$ cat config.mk
export PLATFORM = sky130hd
export DESIGN_NAME = brs_queue
export DESIGN_NICKNAME = d
export VERILOG_FILES = /design/src/design/brs_pkg.sv /design/src/design/brs_queue.sv
export SDC_FILE = /design/constraint.sdc
export NUM_CORES = 1
export LEC_CHECK = 0
export ABC_AREA = 1
export BUFFER_PORTS_ARGS = -buffer_cell sky130_fd_sc_hd__buf_2
export CAP_MARGIN = 30
export CORE_MARGIN = 5
export CORE_UTILIZATION = 45
export CTS_BUF_LIST = sky130_fd_sc_hd__clkbuf_8
export CTS_CLUSTER_DIAMETER = 40
export DETAILED_ROUTE_END_ITERATION = 16
export PLACE_DENSITY = 0.74
export SETUP_SLACK_MARGIN = 0.15
export SLEW_MARGIN = 20
export SYNTH_ARGS = -nofsm -noshare
export SYNTH_HDL_FRONTEND = slang
export SYNTH_SLANG_ARGS = --single-unit
$ cat constraint.sdc
create_clock -name clk -period 6.78 [get_ports clk]
set_clock_uncertainty 0.1 [all_clocks]
set_input_delay 1.356 -clock clk [delete_from_list [all_inputs] [get_ports clk]]
set_output_delay 1.356 -clock clk [all_outputs]
set_load 0.03 [all_outputs]
$ cat src/design/brs_pkg.sv
`default_nettype none
package brs_pkg;

  // Store geometry and fixed-point format.
  localparam int MAX_WIDTH  = 256;
  localparam int MAX_HEIGHT = 256;
  localparam int FRAC_BITS  = 14;

  localparam int XW = $clog2(MAX_WIDTH);
  localparam int YW = $clog2(MAX_HEIGHT);

  // Field widths.
  localparam int COORD_W    = 12;
  localparam int PIXEL_W    = 8;
  localparam int SIZE_W     = 9;
  localparam int STEP_W     = 22;
  localparam int CFG_IDX_W  = 2;
  localparam int CFG_DATA_W = 22;
  localparam int POS_W      = COORD_W + STEP_W;

  typedef enum logic {
    CMD_LOAD    = 1'b0,
    CMD_PRODUCE = 1'b1
  } brs_cmd_t;

  typedef enum logic [CFG_IDX_W-1:0] {
    CFG_SOURCE_WIDTH  = 2'd0,
    CFG_SOURCE_HEIGHT = 2'd1,
    CFG_STEP_X        = 2'd2,
    CFG_STEP_Y        = 2'd3
  } brs_cfg_idx_t;

  // One classified word between the front and the back. For a load, x0/y0
  // hold the store column and row and pixel the value to write.
  typedef struct packed {
    brs_cmd_t               cmd;
    logic [XW-1:0]          x0;
    logic [XW-1:0]          x1;
    logic [YW-1:0]          y0;
    logic [YW-1:0]          y1;
    logic [FRAC_BITS-1:0]   fx;
    logic [FRAC_BITS-1:0]   fy;
    logic [COORD_W-1:0]     dest_x;
    logic [COORD_W-1:0]     dest_y;
    logic [PIXEL_W-1:0]     pixel;
  } brs_entry_t;

  typedef struct packed {
    logic full;
    logic empty;
  } brs_qstat_t;

endpackage
`default_nettype wire

$ cat src/design/brs_queue.sv
`default_nettype none
module brs_queue (
  input  wire logic                 clk,
  input  wire logic                 rst_n,
  input  wire logic                 push,
  input  wire brs_pkg::brs_entry_t  push_entry,
  input  wire logic                 pop,
  output brs_pkg::brs_entry_t       head,
  output brs_pkg::brs_qstat_t       stat
);

  localparam int DEPTH = 4;
  localparam int PW    = $clog2(DEPTH);

  brs_pkg::brs_entry_t slot_r [DEPTH];
  logic [PW-1:0]       wr_ptr_r;
  logic [PW-1:0]       rd_ptr_r;
  logic [PW:0]         count_r;
  logic                do_push;
  logic                do_pop;

  assign stat.full  = (count_r == (PW+1)'(DEPTH));
  assign stat.empty = (count_r == '0);
  assign do_push    = push && !stat.full;
  assign do_pop     = pop && !stat.empty;
  assign head       = slot_r[rd_ptr_r];

  always_ff @(posedge clk) begin
    if (!rst_n) begin
      wr_ptr_r <= '0;
      rd_ptr_r <= '0;
      count_r  <= '0;
    end else begin
      if (do_push) begin
        wr_ptr_r <= wr_ptr_r + PW'(1);
      end
      if (do_pop) begin
        rd_ptr_r <= rd_ptr_r + PW'(1);
      end
      if (do_push && !do_pop) begin
        count_r <= count_r + (PW+1)'(1);
      end else if (do_pop && !do_push) begin
        count_r <= count_r - (PW+1)'(1);
      end
    end
  end

  always_ff @(posedge clk) begin
    if (do_push) begin
      slot_r[wr_ptr_r] <= push_entry;
    end
  end

endmodule
`default_nettype wire

==> impl_metrics.py <==
metrics = {
    "pwr": {
        "p_leak_nw": 5.89,
        "power_density_mw_per_mm2": 396,
        "switching_share_pct": 35.6,
        "p_seq_share_pct": 45.0,
        "p_int_mw": 4.25,
        "p_switching_mw": 2.35,
        "power_frac_clock_pct": 26.5,
        "combPwrFrac_pct": 28.5,
        "peakVddDrop_mv": 0.242,
    },
    "setup_path": {
        "crit_path_top_delay_cell": "dfxtp_4",
        "cp-end-kind": "output port",
        "slowest_delay_ns": 0.57,
        "rrSetupSlack_ns": 4.05,
        "path_cells": "inv_6, buf_16, buf_4, nor2_1, o22ai_1, buf_2",
        "start_kind": "flop",
        "worstPathMaxFanout": 109,
        "critical_path.top_delay_family": "buffers and inverters",
        "cp.required_ns": 5.32,
        "arrival_ns": 3.19,
        "r2r_end": "slot_r[0][26]",
        "r2r-start": "count_r[0]",
        "reg2regPathDepth": 5,
        "worst-path-buf-inv": 4,
        "crit_type": "flop to output port",
    },
    "finish": {
        "nFillCells": 2584,
        "drive_above_1_share_pct": 23.2,
        "nets": 1278,
        "area_growth_pct": 17.2,
    },
    "detailed_routing": {
        "routedWlPerCell_um": 19.1,
        "drt_wl_total_um": 31000,
        "routed_via_density": 5.34,
        "num_vias": 8691,
        "first_pass_iters": 5,
        "drt_iter0_drc": 542,
        "drtAntennaViolNets": 0,
        "drc": 0,
    },
    "timing": {
        "maxSlewViolCount": 0,
        "fmax_mhz": 215,
        "slew_headroom_pct": 44.1,
        "hold_viol_final": 0,
        "final.min_clock_period_ns": 4.64,
        "worst_pin_slew_ns": 0.837,
        "rsz0062_at_grt": "false",
        "fin_crit_sh_pct": 68.5,
        "fin_ws_ns": 2.14,
        "setup-tns-final_ns": 0,
        "finalSetupViolations": 0,
    },
    "floorplan": {
        "die_w_um": 188,
        "die_h_um": 188,
        "core.rowCount": 65,
        "initial_core_util_pct": 45.3,
        "core_area_sq_mm": 0.0314,
        "fp.dieArea_sq_mm": 0.0352,
        "ios": 192,
    },
    "min_path": {
        "hp-start": "rd_ptr_r[0]",
        "hold_path_depth": 2,
        "hold_class": "flop to flop",
    },
    "global_route": {
        "grt_max_degree": 139,
        "antenna_found_initial": 5,
        "grt_pass1_vias": 8543,
        "track_usage_pct": 17.0,
        "overflow": 0,
        "grt_pass1_wl_um": 47600,
    },
    "logic_synthesis": {
        "synth_top_family_by_area": "compound AO/OA/AOI/OAI gates",
        "synth_cells": 969,
        "synth_compound_area_share_pct": 10.8,
        "synthAdderAreaFrac_pct": 0.581,
        "synthMuxAreaShare_pct": 0,
        "synth_area_sq_mm": 0.0142,
        "ys_warn_count": 0,
        "syn-num-nets": 1072,
        "synth-simple-area-share_pct": 5.87,
        "synth_seq_area_share_pct": 79.9,
        "ys_types": 20,
        "synth_xor_area_share_pct": 0.0616,
        "avgSynthCellArea_sq_um": 14.7,
        "ys_ff_latch": 381,
    },
    "place": {
        "port_buffers": 191,
        "dp_slack_ns": 2.58,
        "hpwlAfterDp_um": 17400,
        "place_congestion": 0.749,
    },
    "clocking": {
        "cts_made_buffers": 60,
        "clk_root_buffer_cell": "clkbuf_8",
        "clkTransAtPathRegs_ns": 0.06,
        "clock_latency_ns": 0.59,
        "postCtsSetupBuffers": 0,
        "cts.sinks": 381,
        "ctsResizeCount": 0,
        "cts_max_level": 2,
        "holdBufCountCts": 0,
        "cts_tree": "built",
        "clock_path_buffers": 3,
    },
    "run": {
        "cap_violations": 0,
    },
    "run_status": {
        "status": "completed",
    },
}
[power groups by stage]
stage,registers (mW),clock network [mW],logic [mW]
after floorplan,2.99,0,1.34
after global placement,3.01,0,1.85
after detailed placement,3.02,0,1.88
after CTS,2.97,1.80,1.88
after global routing,2.99,1.91,2.05
final,2.97,1.75,1.88
[cell families after synthesis]
kind of cell	count (synthesis)
simple gates	220
xor+xnor	1
fa+ha+maj	6
flops	381
compound gates	283
buf+inv	78
[worst max-delay path by stage]
stage | slack [ns] | cells past startpoint | end | startpoint
2_1_floorplan | 0.79 | 2 | slot_r[0][0] | push
3_3_place_gp | 2.64 | 5 | head[11] | flop
3_5_place_dp | 2.58 | 5 | head[11] | flop
4_1_cts | 1.91 | 5 | head[11] | flop
5_1_grt | 1.82 | 6 | head[11] | flop
6_report | 2.14 | 6 | head[11] | flop
[worst reg2reg max path, cell delays in order, from the launching register on]
cell	delay, ns
dfxtp_1	0.39
nor2_1	0.08
nand2_1	0.13
nand2_1	0.27
nor2_4	0.60
buf_6	0.74
[area by class of cell]
class	count	area, sq um	area share, %
antenna	5	12.5	0.0752
timing repair buffer	204	1130	6.79
clock inverter	47	260	1.56
sequential	381	11400	68.2
inverter	18	72.6	0.436
tap	402	503	3.02
multi-input combinational	510	2490	14.9
clock buffer	60	826	4.96
[per-layer routing]
layer	wire length [um]	vias to the layer above	track usage [%]
met5	58	-	0
met4	428	10	3.73
met3	3150	50	6.44
met2	14100	319	26.3
met1	13200	4238	23.3
li1	-	4074	-
[registers in the layout, summed over array words and instances (netlist names), named ones only]
name,count
count_r,3
slot_r,372
rd_ptr_r,2
wr_ptr_r,2
[synth_stat cells, drive strengths merged]
cell type  instances  area [sq um]
nor2             200           751
o22ai             93           582
xor2               1          8.76
buf               25           196
ha                 5          62.6
clkbuf            35           134
dfxtp              9           180
edfxtp           372         11200
fa                 1          20.0
nand3              4          20.0
inv               18          70.1
nand2             15          56.3
o21ai            187           936
nand3b             1          7.51
a21oi              3          15.0
[placed cells by master, fill, tap and decap left out, types with 3 or more instances in the layout]
cell and n:
ha_1 5, diode_2 5, clkinv_2 3, inv_1 36, clkbuf_8 60, nor2_4 4, buf_4 8, edfxtp_1 372
buf_2 191, inv_6 4, dfxtp_1 7, clkinv_1 16, o21ai_0 137, buf_16 3, o21ai_1 50, nand3_1 4
a21oi_1 3, o22ai_1 93, nand2_1 15, nor2_1 196
[stage by stage]
| step | std cells | area, sq um | hold WS, ns | util [%] | total power [mW] |
|---|---|---|---|---|---|
| 5_1_grt | 1622 | 16600 | 0.465 | 53.0 | 6.95 |
| 3_5_place_dp | 1512 | 15500 | 0.382 | 49.3 | 4.89 |
| 3_3_place_gp | 1512 | 15500 | 0.383 | 49.3 | 4.86 |
| 6_report | 1627 | 16600 | 0.417 | 53.0 | 6.60 |
| 2_1_floorplan | 969 | 14200 | 0.365 | - | 4.33 |
| 4_1_cts | 1619 | 16600 | 0.413 | 52.7 | 6.65 |
(Power assumes the default switching activity.)
