[src/design/brs_pkg.sv]
`default_nettype none
package brs_pkg;

  // Store geometry and fixed-point format.
  localparam int MAX_WIDTH  = 256;
  localparam int MAX_HEIGHT = 256;
  localparam int FRAC_BITS  = 14;

  localparam int XW = $clog2(MAX_WIDTH);
  localparam int YW = $clog2(MAX_HEIGHT);

  // Field widths.
  localparam int COORD_W    = 12;
  localparam int PIXEL_W    = 8;
  localparam int SIZE_W     = 9;
  localparam int STEP_W     = 22;
  localparam int CFG_IDX_W  = 2;
  localparam int CFG_DATA_W = 22;
  localparam int POS_W      = COORD_W + STEP_W;

  typedef enum logic {
    CMD_LOAD    = 1'b0,
    CMD_PRODUCE = 1'b1
  } brs_cmd_t;

  typedef enum logic [CFG_IDX_W-1:0] {
    CFG_SOURCE_WIDTH  = 2'd0,
    CFG_SOURCE_HEIGHT = 2'd1,
    CFG_STEP_X        = 2'd2,
    CFG_STEP_Y        = 2'd3
  } brs_cfg_idx_t;

  // One classified word between the front and the back. For a load, x0/y0
  // hold the store column and row and pixel the value to write.
  typedef struct packed {
    brs_cmd_t               cmd;
    logic [XW-1:0]          x0;
    logic [XW-1:0]          x1;
    logic [YW-1:0]          y0;
    logic [YW-1:0]          y1;
    logic [FRAC_BITS-1:0]   fx;
    logic [FRAC_BITS-1:0]   fy;
    logic [COORD_W-1:0]     dest_x;
    logic [COORD_W-1:0]     dest_y;
    logic [PIXEL_W-1:0]     pixel;
  } brs_entry_t;

  typedef struct packed {
    logic full;
    logic empty;
  } brs_qstat_t;

endpackage
`default_nettype wire

[src/design/brs_front.sv]
`default_nettype none
module brs_front (
  input  wire logic                              clk,
  input  wire logic                              rst_n,
  input  wire logic                              cfg_wr_en,
  input  wire logic [brs_pkg::CFG_IDX_W-1:0]     cfg_index,
  input  wire logic [brs_pkg::CFG_DATA_W-1:0]    cfg_wdata,
  input  wire logic                              in_push,
  output logic                                   in_full,
  input  wire logic                              in_command,
  input  wire logic [brs_pkg::COORD_W-1:0]       in_coord_x,
  input  wire logic [brs_pkg::COORD_W-1:0]       in_coord_y,
  input  wire logic [brs_pkg::PIXEL_W-1:0]       in_pixel_in,
  input  wire brs_pkg::brs_qstat_t               q_stat,
  output logic                                   q_push,
  output brs_pkg::brs_entry_t                    q_entry
);

  localparam int LIM_W = 13;
  localparam int FB    = brs_pkg::FRAC_BITS;
  localparam int XW    = brs_pkg::XW;
  localparam int YW    = brs_pkg::YW;
  localparam int POS_W = brs_pkg::POS_W;

  // Last usable index for a size register: zero acts as one, and a value
  // above the store limit acts as the limit.
  function automatic logic [LIM_W-1:0] last_of(logic [brs_pkg::SIZE_W-1:0] v,
                                               logic [LIM_W-1:0] maxv);
    logic [LIM_W-1:0] lim;
    lim = LIM_W'(v);
    if (v == '0) begin
      lim = LIM_W'(1);
    end else if (LIM_W'(v) > maxv) begin
      lim = maxv;
    end
    return lim - LIM_W'(1);
  endfunction

  logic [XW-1:0]               last_x_r;
  logic [YW-1:0]               last_y_r;
  logic [brs_pkg::STEP_W-1:0]  step_x_r;
  logic [brs_pkg::STEP_W-1:0]  step_y_r;

  logic                        s_valid_r;
  brs_pkg::brs_cmd_t           s_cmd_r;
  logic [POS_W-1:0]            s_pos_x_r;
  logic [POS_W-1:0]            s_pos_y_r;
  logic [brs_pkg::COORD_W-1:0] s_cx_r;
  logic [brs_pkg::COORD_W-1:0] s_cy_r;
  logic [brs_pkg::PIXEL_W-1:0] s_pix_r;

  logic                        accept;
  logic                        drop;
  logic                        drain;
  logic [LIM_W-1:0]            cfg_last_x;
  logic [LIM_W-1:0]            cfg_last_y;
  logic [POS_W-1:0]            lim_x;
  logic [POS_W-1:0]            lim_y;
  logic [POS_W-1:0]            pos_x;
  logic [POS_W-1:0]            pos_y;
  logic [XW-1:0]               x0;
  logic [YW-1:0]               y0;

  assign cfg_last_x = last_of(cfg_wdata[brs_pkg::SIZE_W-1:0], LIM_W'(brs_pkg::MAX_WIDTH));
  assign cfg_last_y = last_of(cfg_wdata[brs_pkg::SIZE_W-1:0], LIM_W'(brs_pkg::MAX_HEIGHT));

  always_ff @(posedge clk) begin
    if (!rst_n) begin
      last_x_r <= XW'(brs_pkg::MAX_WIDTH - 1);
      last_y_r <= YW'(brs_pkg::MAX_HEIGHT - 1);
      step_x_r <= brs_pkg::STEP_W'(1 << FB);
      step_y_r <= brs_pkg::STEP_W'(1 << FB);
    end else if (cfg_wr_en) begin
      unique case (brs_pkg::brs_cfg_idx_t'(cfg_index))
        brs_pkg::CFG_SOURCE_WIDTH: begin
          last_x_r <= cfg_last_x[XW-1:0];
        end
        brs_pkg::CFG_SOURCE_HEIGHT: begin
          last_y_r <= cfg_last_y[YW-1:0];
        end
        brs_pkg::CFG_STEP_X: step_x_r <= cfg_wdata[brs_pkg::STEP_W-1:0];
        brs_pkg::CFG_STEP_Y: step_y_r <= cfg_wdata[brs_pkg::STEP_W-1:0];
        default: ;
      endcase
    end
  end

  // A load that falls outside the store is dropped here and never queued.
  assign drop  = (s_cmd_r == brs_pkg::CMD_LOAD) &&
                 ((s_cx_r >= brs_pkg::COORD_W'(brs_pkg::MAX_WIDTH)) ||
                  (s_cy_r >= brs_pkg::COORD_W'(brs_pkg::MAX_HEIGHT)));
  assign drain   = s_valid_r && (drop || !q_stat.full);
  assign in_full = s_valid_r && !drain;
  assign accept  = in_push && !in_full;
  assign q_push  = s_valid_r && !drop && !q_stat.full;

  always_ff @(posedge clk) begin
    if (!rst_n) begin
      s_valid_r <= 1'b0;
    end else if (accept) begin
      s_valid_r <= 1'b1;
    end else if (drain) begin
      s_valid_r <= 1'b0;
    end
  end

  // The scaling multiply sits right after the input ports.
  always_ff @(posedge clk) begin
    if (accept) begin
      s_cmd_r   <= brs_pkg::brs_cmd_t'(in_command);
      s_pos_x_r <= POS_W'(in_coord_x) * POS_W'(step_x_r);
      s_pos_y_r <= POS_W'(in_coord_y) * POS_W'(step_y_r);
      s_cx_r    <= in_coord_x;
      s_cy_r    <= in_coord_y;
      s_pix_r   <= in_pixel_in;
    end
  end

  always_comb begin
    lim_x = POS_W'(last_x_r) << FB;
    lim_y = POS_W'(last_y_r) << FB;
    pos_x = (s_pos_x_r > lim_x) ? lim_x : s_pos_x_r;
    pos_y = (s_pos_y_r > lim_y) ? lim_y : s_pos_y_r;
    x0    = pos_x[FB +: XW];
    y0    = pos_y[FB +: YW];

    q_entry.cmd    = s_cmd_r;
    q_entry.dest_x = s_cx_r;
    q_entry.dest_y = s_cy_r;
    q_entry.pixel  = s_pix_r;
    if (s_cmd_r == brs_pkg::CMD_LOAD) begin
      q_entry.x0 = s_cx_r[XW-1:0];
      q_entry.y0 = s_cy_r[YW-1:0];
      q_entry.x1 = s_cx_r[XW-1:0];
      q_entry.y1 = s_cy_r[YW-1:0];
      q_entry.fx = '0;
      q_entry.fy = '0;
    end else begin
      q_entry.x0 = x0;
      q_entry.y0 = y0;
      q_entry.x1 = (x0 < last_x_r) ? XW'(x0 + XW'(1)) : last_x_r;
      q_entry.y1 = (y0 < last_y_r) ? YW'(y0 + YW'(1)) : last_y_r;
      q_entry.fx = pos_x[FB-1:0];
      q_entry.fy = pos_y[FB-1:0];
    end
  end

endmodule
`default_nettype wire

[config.mk]
export PLATFORM = sky130hd
export DESIGN_NAME = brs_front
export DESIGN_NICKNAME = d
export VERILOG_FILES = /design/src/design/brs_pkg.sv /design/src/design/brs_front.sv
export SDC_FILE = /design/constraint.sdc
export NUM_CORES = 2
export LEC_CHECK = 0
export BUFFER_PORTS_ARGS = -buffer_cell sky130_fd_sc_hd__buf_2
export CORE_AREA = 2 2 233 235
export CTS_BUF_LIST = sky130_fd_sc_hd__clkbuf_4
export CTS_CLUSTER_DIAMETER = 150
export DETAILED_ROUTE_END_ITERATION = 8
export DIE_AREA = 0 0 235 237
export GPL_TIMING_DRIVEN = 1
export SYNTH_ARGS = -nofsm -noshare
export SYNTH_HDL_FRONTEND = slang
export SYNTH_SLANG_ARGS = --single-unit
[constraint.sdc]
create_clock -name clk -period 6.6 [get_ports clk]
set_input_delay 1.32 -clock clk [delete_from_list [all_inputs] [get_ports clk]]
set_output_delay 1.32 -clock clk [all_outputs]
set_load 0.02 [all_outputs]
==> results by stage <==
Place:
- Summed over all nets, the half-perimeter wirelength after detailed placement is about 50000 um.
- The congestion estimate from routability-driven global placement came to ~0.88.
- The port buffer count is 156.
- Counting tap cells, the placed design contains a total of roughly 3600 instances.
- In this run the cell area measured after placement is 26400 um2.

Floorplan:
- The number of ports placed on the die boundary is approximately 160.
- The die width is between 200 and 250 um.
- The total number of placement rows is 85.
- The core region is approximately 53000 um2.
- The die area is roughly 56000 um2.
- Measured along the y axis, the die boundary spans roughly 240 um.
- For this configuration, the core starts out at a cell density of between 40% and 50%.

Pwr:
- The static power due to leakage is about 0.013 uW.
- The worst-case IR drop observed on VDD is 0.122 mV.
- In this run the power density over the cells is 135 nW/um2.
- The portion of total power attributed to the clock network is between 10% and 20%.
- The switching portion of total power is between 40% and 50%.
- The internal portion of the total power is around 2100 uW.
- Sequential cells account for a little under two fifths of the total power.
- The combinational share of power is a little under half.
- The switching power of the nets is 1450 uW.

Routing:
- In this run the remaining antenna-violating nets after routing total 0.
- After detailed routing, the average wire length per cell comes to roughly 17 um.
- The total length of routed met2 wires is just under 30000 um.
- The detailed router used layers up to and including met5.
- The met3 wire length is 3560 um.
- The number of detailed-routing iterations run before antenna repair is 5.
- In the routed design, unresolved DRC markers number 0.
- The wire length reported by the detailed router is between 60000 and 70000 um.
- The detailed-route wire length on metal 1 is between 20000 and 30000 um.
- After the first detailed-routing iteration, the DRC count stood at around 1200.
- The per-cell via count in the routed design is a little over 5.
- The vias after detailed routing is ~19000.

STA:
- The number of max-slew violations in the final report is 0.
- At the pin with the least slew margin, the transition time is ~1.2 ns.
- Measured against its own limit, the worst slew margin works out to 19.9%.
- The worst path in the final design needs a cycle of between 6 and 7 ns, including I/O delays and setup.
- Of the available clock period, the critical path in the final layout requires a little over nine tenths.
- The total count of hold-check failures in the final report is 0.
- The final clock skew is between 0.03 and 0.04 ns.
- Setup violations remaining at the end of the flow were counted as 0.
- The maximum clock frequency is ~160 MHz.

Min path:
- The depth of the worst hold-timing path is 2.
- The critical hold path startpoint is last_x_r[7].
- The min-delay analysis places its worst path in the category register to register.

Worst setup path:
- The cell type of the slowest stage on the worst timing path is sky130_fd_sc_hd__fa_1.
- The critical path starts at in_coord_y[4].
- The worst register-to-register path begins at step_x_r[3].
- The worst register-to-register path ends at s_pos_x_r[32].
- The required time at the worst-slack endpoint is between 7 and 8 ns.
- The worst reg-to-reg path cell count is 21.
- The nature of the critical path startpoint is an input port.
- Across all register-to-register paths, the minimum setup slack is approximately 0.31 ns.
- The biggest cell delay along the critical path is approximately 0.57 ns.
- The worst setup path is captured at a register.
- The critical path start-end classification is input port to register.
- The critical-path maximum fanout is 12.
- The most used cell along the critical path is sky130_fd_sc_hd__fa_1.
- The signal on the critical path passes through buf_2 -> nand2_1 -> fa_1 -> fa_1 -> fa_1 -> inv_1 -> fa_1 -> fa_1 -> ha_1 -> a21o_1 -> a21oi_1 -> a2bb2oi_1 -> o22ai_1 -> a211oi_2 -> o21ai_1 -> or4b_1 -> a31o_2 -> a21oi_1 -> xnor2_1.
- The endpoint of the most critical setup path is s_pos_y_r[33].
- The family with the most delay on the worst path is adder cells.
- In this run the number of cells on the critical path is 19.
- The number of buffer and inverter stages on the critical path is 2.
- The critical path data arrival time is slightly below 7 ns.

Layout:
- Leaving out fill and tap cells, the most frequent cells in the layout are sky130_fd_sc_hd__nand2_1, sky130_fd_sc_hd__inv_1, sky130_fd_sc_hd__fa_1.
- The area added between synthesis and finish is 12.4%.
- Leaving out fill and tap cells, the most frequent cell in the layout is sky130_fd_sc_hd__nand2_1.
- The post-route netlist has 14.1% of its cells at a drive strength greater than 1.
- The post-route cell area is between 20000 and 30000 um2.
- Excluding fillers, the count of instances in the completed layout stands at ~3600.
- The number of fill cells in the layout is just over 5000.
- The number of nets in the layout is 3532.

Logic synthesis:
- For this run, the number of Yosys warnings is 0.
- The count of cell types in the netlist is between 70 and 80.
- The average cell area after synthesis is roughly 9 um2.
- The total nets after synthesis is 3290.
- The fraction of registers with async set or reset after synthesis is 0%.
- The area of the mapped netlist is 23800 um2.
- Counting flops with a built-in enable in the synthesized netlist gives between 100 and 150.
- Synthesis produced around 2700 cells.
- Yosys attributes the largest share of cell area to sky130_fd_sc_hd__fa_1, sky130_fd_sc_hd__edfxtp_1, sky130_fd_sc_hd__ha_1, sky130_fd_sc_hd__nand2_1, sky130_fd_sc_hd__inv_1.
- The leading register cell type out of synthesis is sky130_fd_sc_hd__edfxtp_1.
- The cell type contributing the most total cell area after synthesis is sky130_fd_sc_hd__fa_1.
- In this run, synthesis produced a sequential element count of around 160.
- The fraction of post-synthesis cell area in the top cell type by area is 33.7%.
- After synthesis, flip-flops and latches occupy 17.9% of the total area.

GRT:
- Summed over all layers, the global routing overflow is 0.
- The overall routing resource usage is a little under a quarter.
- The initial antenna violation count is 11.
- The via count of the first global-routing pass was slightly below 20000.
- The first global-routing pass estimated between 100000 and 150000 um of wire.
- The largest net degree at the start of global routing is 66.

Clocking:
- TritonCTS built the clock tree.
- For this design, the sink count on the clock tree is roughly 160.
- The number of buffers created by CTS is 17.
- The hold buffer count at cts is 0.
- The clock transition at the registers of the reported paths is 0.12 ns.
- CTS placed an instance of sky130_fd_sc_hd__clkbuf_4 at the clock tree root.
- The clock tree synthesis step divided the H-tree into 4 levels.
- Counting along the longest clock path gives a buffer depth of 2.
- The clock reaches the later pin of the worst-skew pair after 0.68 ns.

Run status:
- The flow ran to the end, and the final reports show no timing, DRC or antenna violations.

Flow run:
- The count of maximum capacitance violations is 0.
[power groups by stage]
| stage | clock [uW] | combinational [uW] | sequential (uW) |
|---|---|---|---|
| after floorplan | 0 | 1080 | 1320 |
| after global placement | 0 | 1590 | 1370 |
| after detailed placement | 0 | 1630 | 1370 |
| after CTS | 638 | 1650 | 1350 |
| after global routing | 669 | 1870 | 1360 |
| final | 601 | 1650 | 1350 |
[sequential cells by signal (all words and copies together) (netlist names)]
name and flops:
last_x_r 8, last_y_r 8, s_cmd_r 1, s_cx_r 12, s_cy_r 12, s_pix_r 8, s_pos_x_r 34, s_pos_y_r 34
s_valid_r 1, step_x_r 22, step_y_r 22
[synthesized netlist by cell type (3+ instances only)]
library cell,n
sky130_fd_sc_hd__o21ai_0,44
sky130_fd_sc_hd__a21boi_0,44
sky130_fd_sc_hd__o31ai_1,3
sky130_fd_sc_hd__edfxtp_1,101
sky130_fd_sc_hd__and3_1,40
sky130_fd_sc_hd__a21oi_1,90
sky130_fd_sc_hd__and4_1,3
sky130_fd_sc_hd__inv_1,498
sky130_fd_sc_hd__nand2b_1,11
sky130_fd_sc_hd__nand3_1,25
sky130_fd_sc_hd__and2_1,149
sky130_fd_sc_hd__xnor2_1,56
sky130_fd_sc_hd__or2_2,3
sky130_fd_sc_hd__o21bai_1,6
sky130_fd_sc_hd__nand4_1,9
sky130_fd_sc_hd__o211ai_1,17
sky130_fd_sc_hd__clkbuf_1,120
sky130_fd_sc_hd__dlygate4sd3_1,3
sky130_fd_sc_hd__xor2_1,14
sky130_fd_sc_hd__nor4_1,14
sky130_fd_sc_hd__fa_1,400
sky130_fd_sc_hd__nand3b_1,3
sky130_fd_sc_hd__o21a_1,10
sky130_fd_sc_hd__nand2_1,544
sky130_fd_sc_hd__mux2i_1,21
sky130_fd_sc_hd__dfxtp_1,61
sky130_fd_sc_hd__nor2b_1,13
sky130_fd_sc_hd__ha_1,177
sky130_fd_sc_hd__nor3b_1,3
sky130_fd_sc_hd__nor3_1,11
sky130_fd_sc_hd__a211oi_1,8
sky130_fd_sc_hd__a21o_1,30
sky130_fd_sc_hd__a31oi_1,3
sky130_fd_sc_hd__nor2_1,64
[per-layer routing]
layer,track usage (%),up-vias
li1,-,8694
met1,30.3,9423
met2,37.6,477
met3,4.67,66
met4,5.49,12
met5,0,-
[timing repair]
| action | 4_1_cts | 5_1_grt |
|---|---|---|
| endpoints found under the setup margin | 6 | 17 |
| pin swaps | 1 | 2 |
| gates resized for setup | 3 | 6 |
| gates cloned | 0 | 1 |
| setup buffers | 2 | 5 |
[cells by family (layout without fill, tap and decap cells)]
kind of cell	count (synthesis)	in the layout	share of synthesized area [%]
adders and majority gates	577	577	43.0
other	0	3	0
buffers and inverters	626	880	10.1
DFF	162	162	17.9
and+or+nand+nor	906	906	17.5
xor gates and xnor gates	70	70	2.58
AOI/OAI and AO/OA	286	287	7.93
muxes	23	23	0.979
[worst min path at each step]
stage	endpoint	slack, ns
final	last_x_r[7]	0.54
after global routing	last_x_r[3]	0.58
after CTS	last_x_r[7]	0.55
after detailed placement	last_x_r[7]	0.53
after global placement	last_x_r[7]	0.52
after floorplan	step_y_r[21]	0.46
[layout make-up]
| type | instances | area (um2) | share of cell area [%] |
|---|---|---|---|
| clock inverters | 14 | 128 | 0.478 |
| clock buffers | 18 | 135 | 0.506 |
| multi-input cells | 1863 | 17200 | 64.3 |
| diodes | 3 | 7.51 | 0.0281 |
| inverters | 499 | 1870 | 7.01 |
| flip-flops and latches | 162 | 4260 | 15.9 |
| well taps | 696 | 871 | 3.26 |
| repair buffers | 349 | 2280 | 8.53 |
[worst reg2reg max path, delay by kind of cell (launching register included)]
| kind | cells | cell delay (ns) |
|---|---|---|
| muxes | 1 | 0.21 |
| buffers and inverters | 5 | 0.43 |
| DFF | 1 | 0.82 |
| AOI/OAI and AO/OA | 7 | 1.58 |
| and+or+nand+nor | 2 | 0.31 |
| adders and majority gates | 6 | 2.69 |
[per-stage QoR]
step            TNS [ns]  worst slack (ns)  total power [uW]  utilization, %  hold WS [ns]
2_1_floorplan  -0.000253         -0.000253              2400               -         0.459
3_3_place_gp       -3.21            -0.454              2960            49.5         0.521
3_5_place_dp       -3.29            -0.448              3000            49.5         0.528
4_1_cts                0            0.0782              3630            50.0         0.548
5_1_grt          -0.0118           -0.0109              3900            50.1         0.581
6_report               0             0.219              3600            50.1         0.540
No activity file was read; power rests on OpenSTA's default activity.
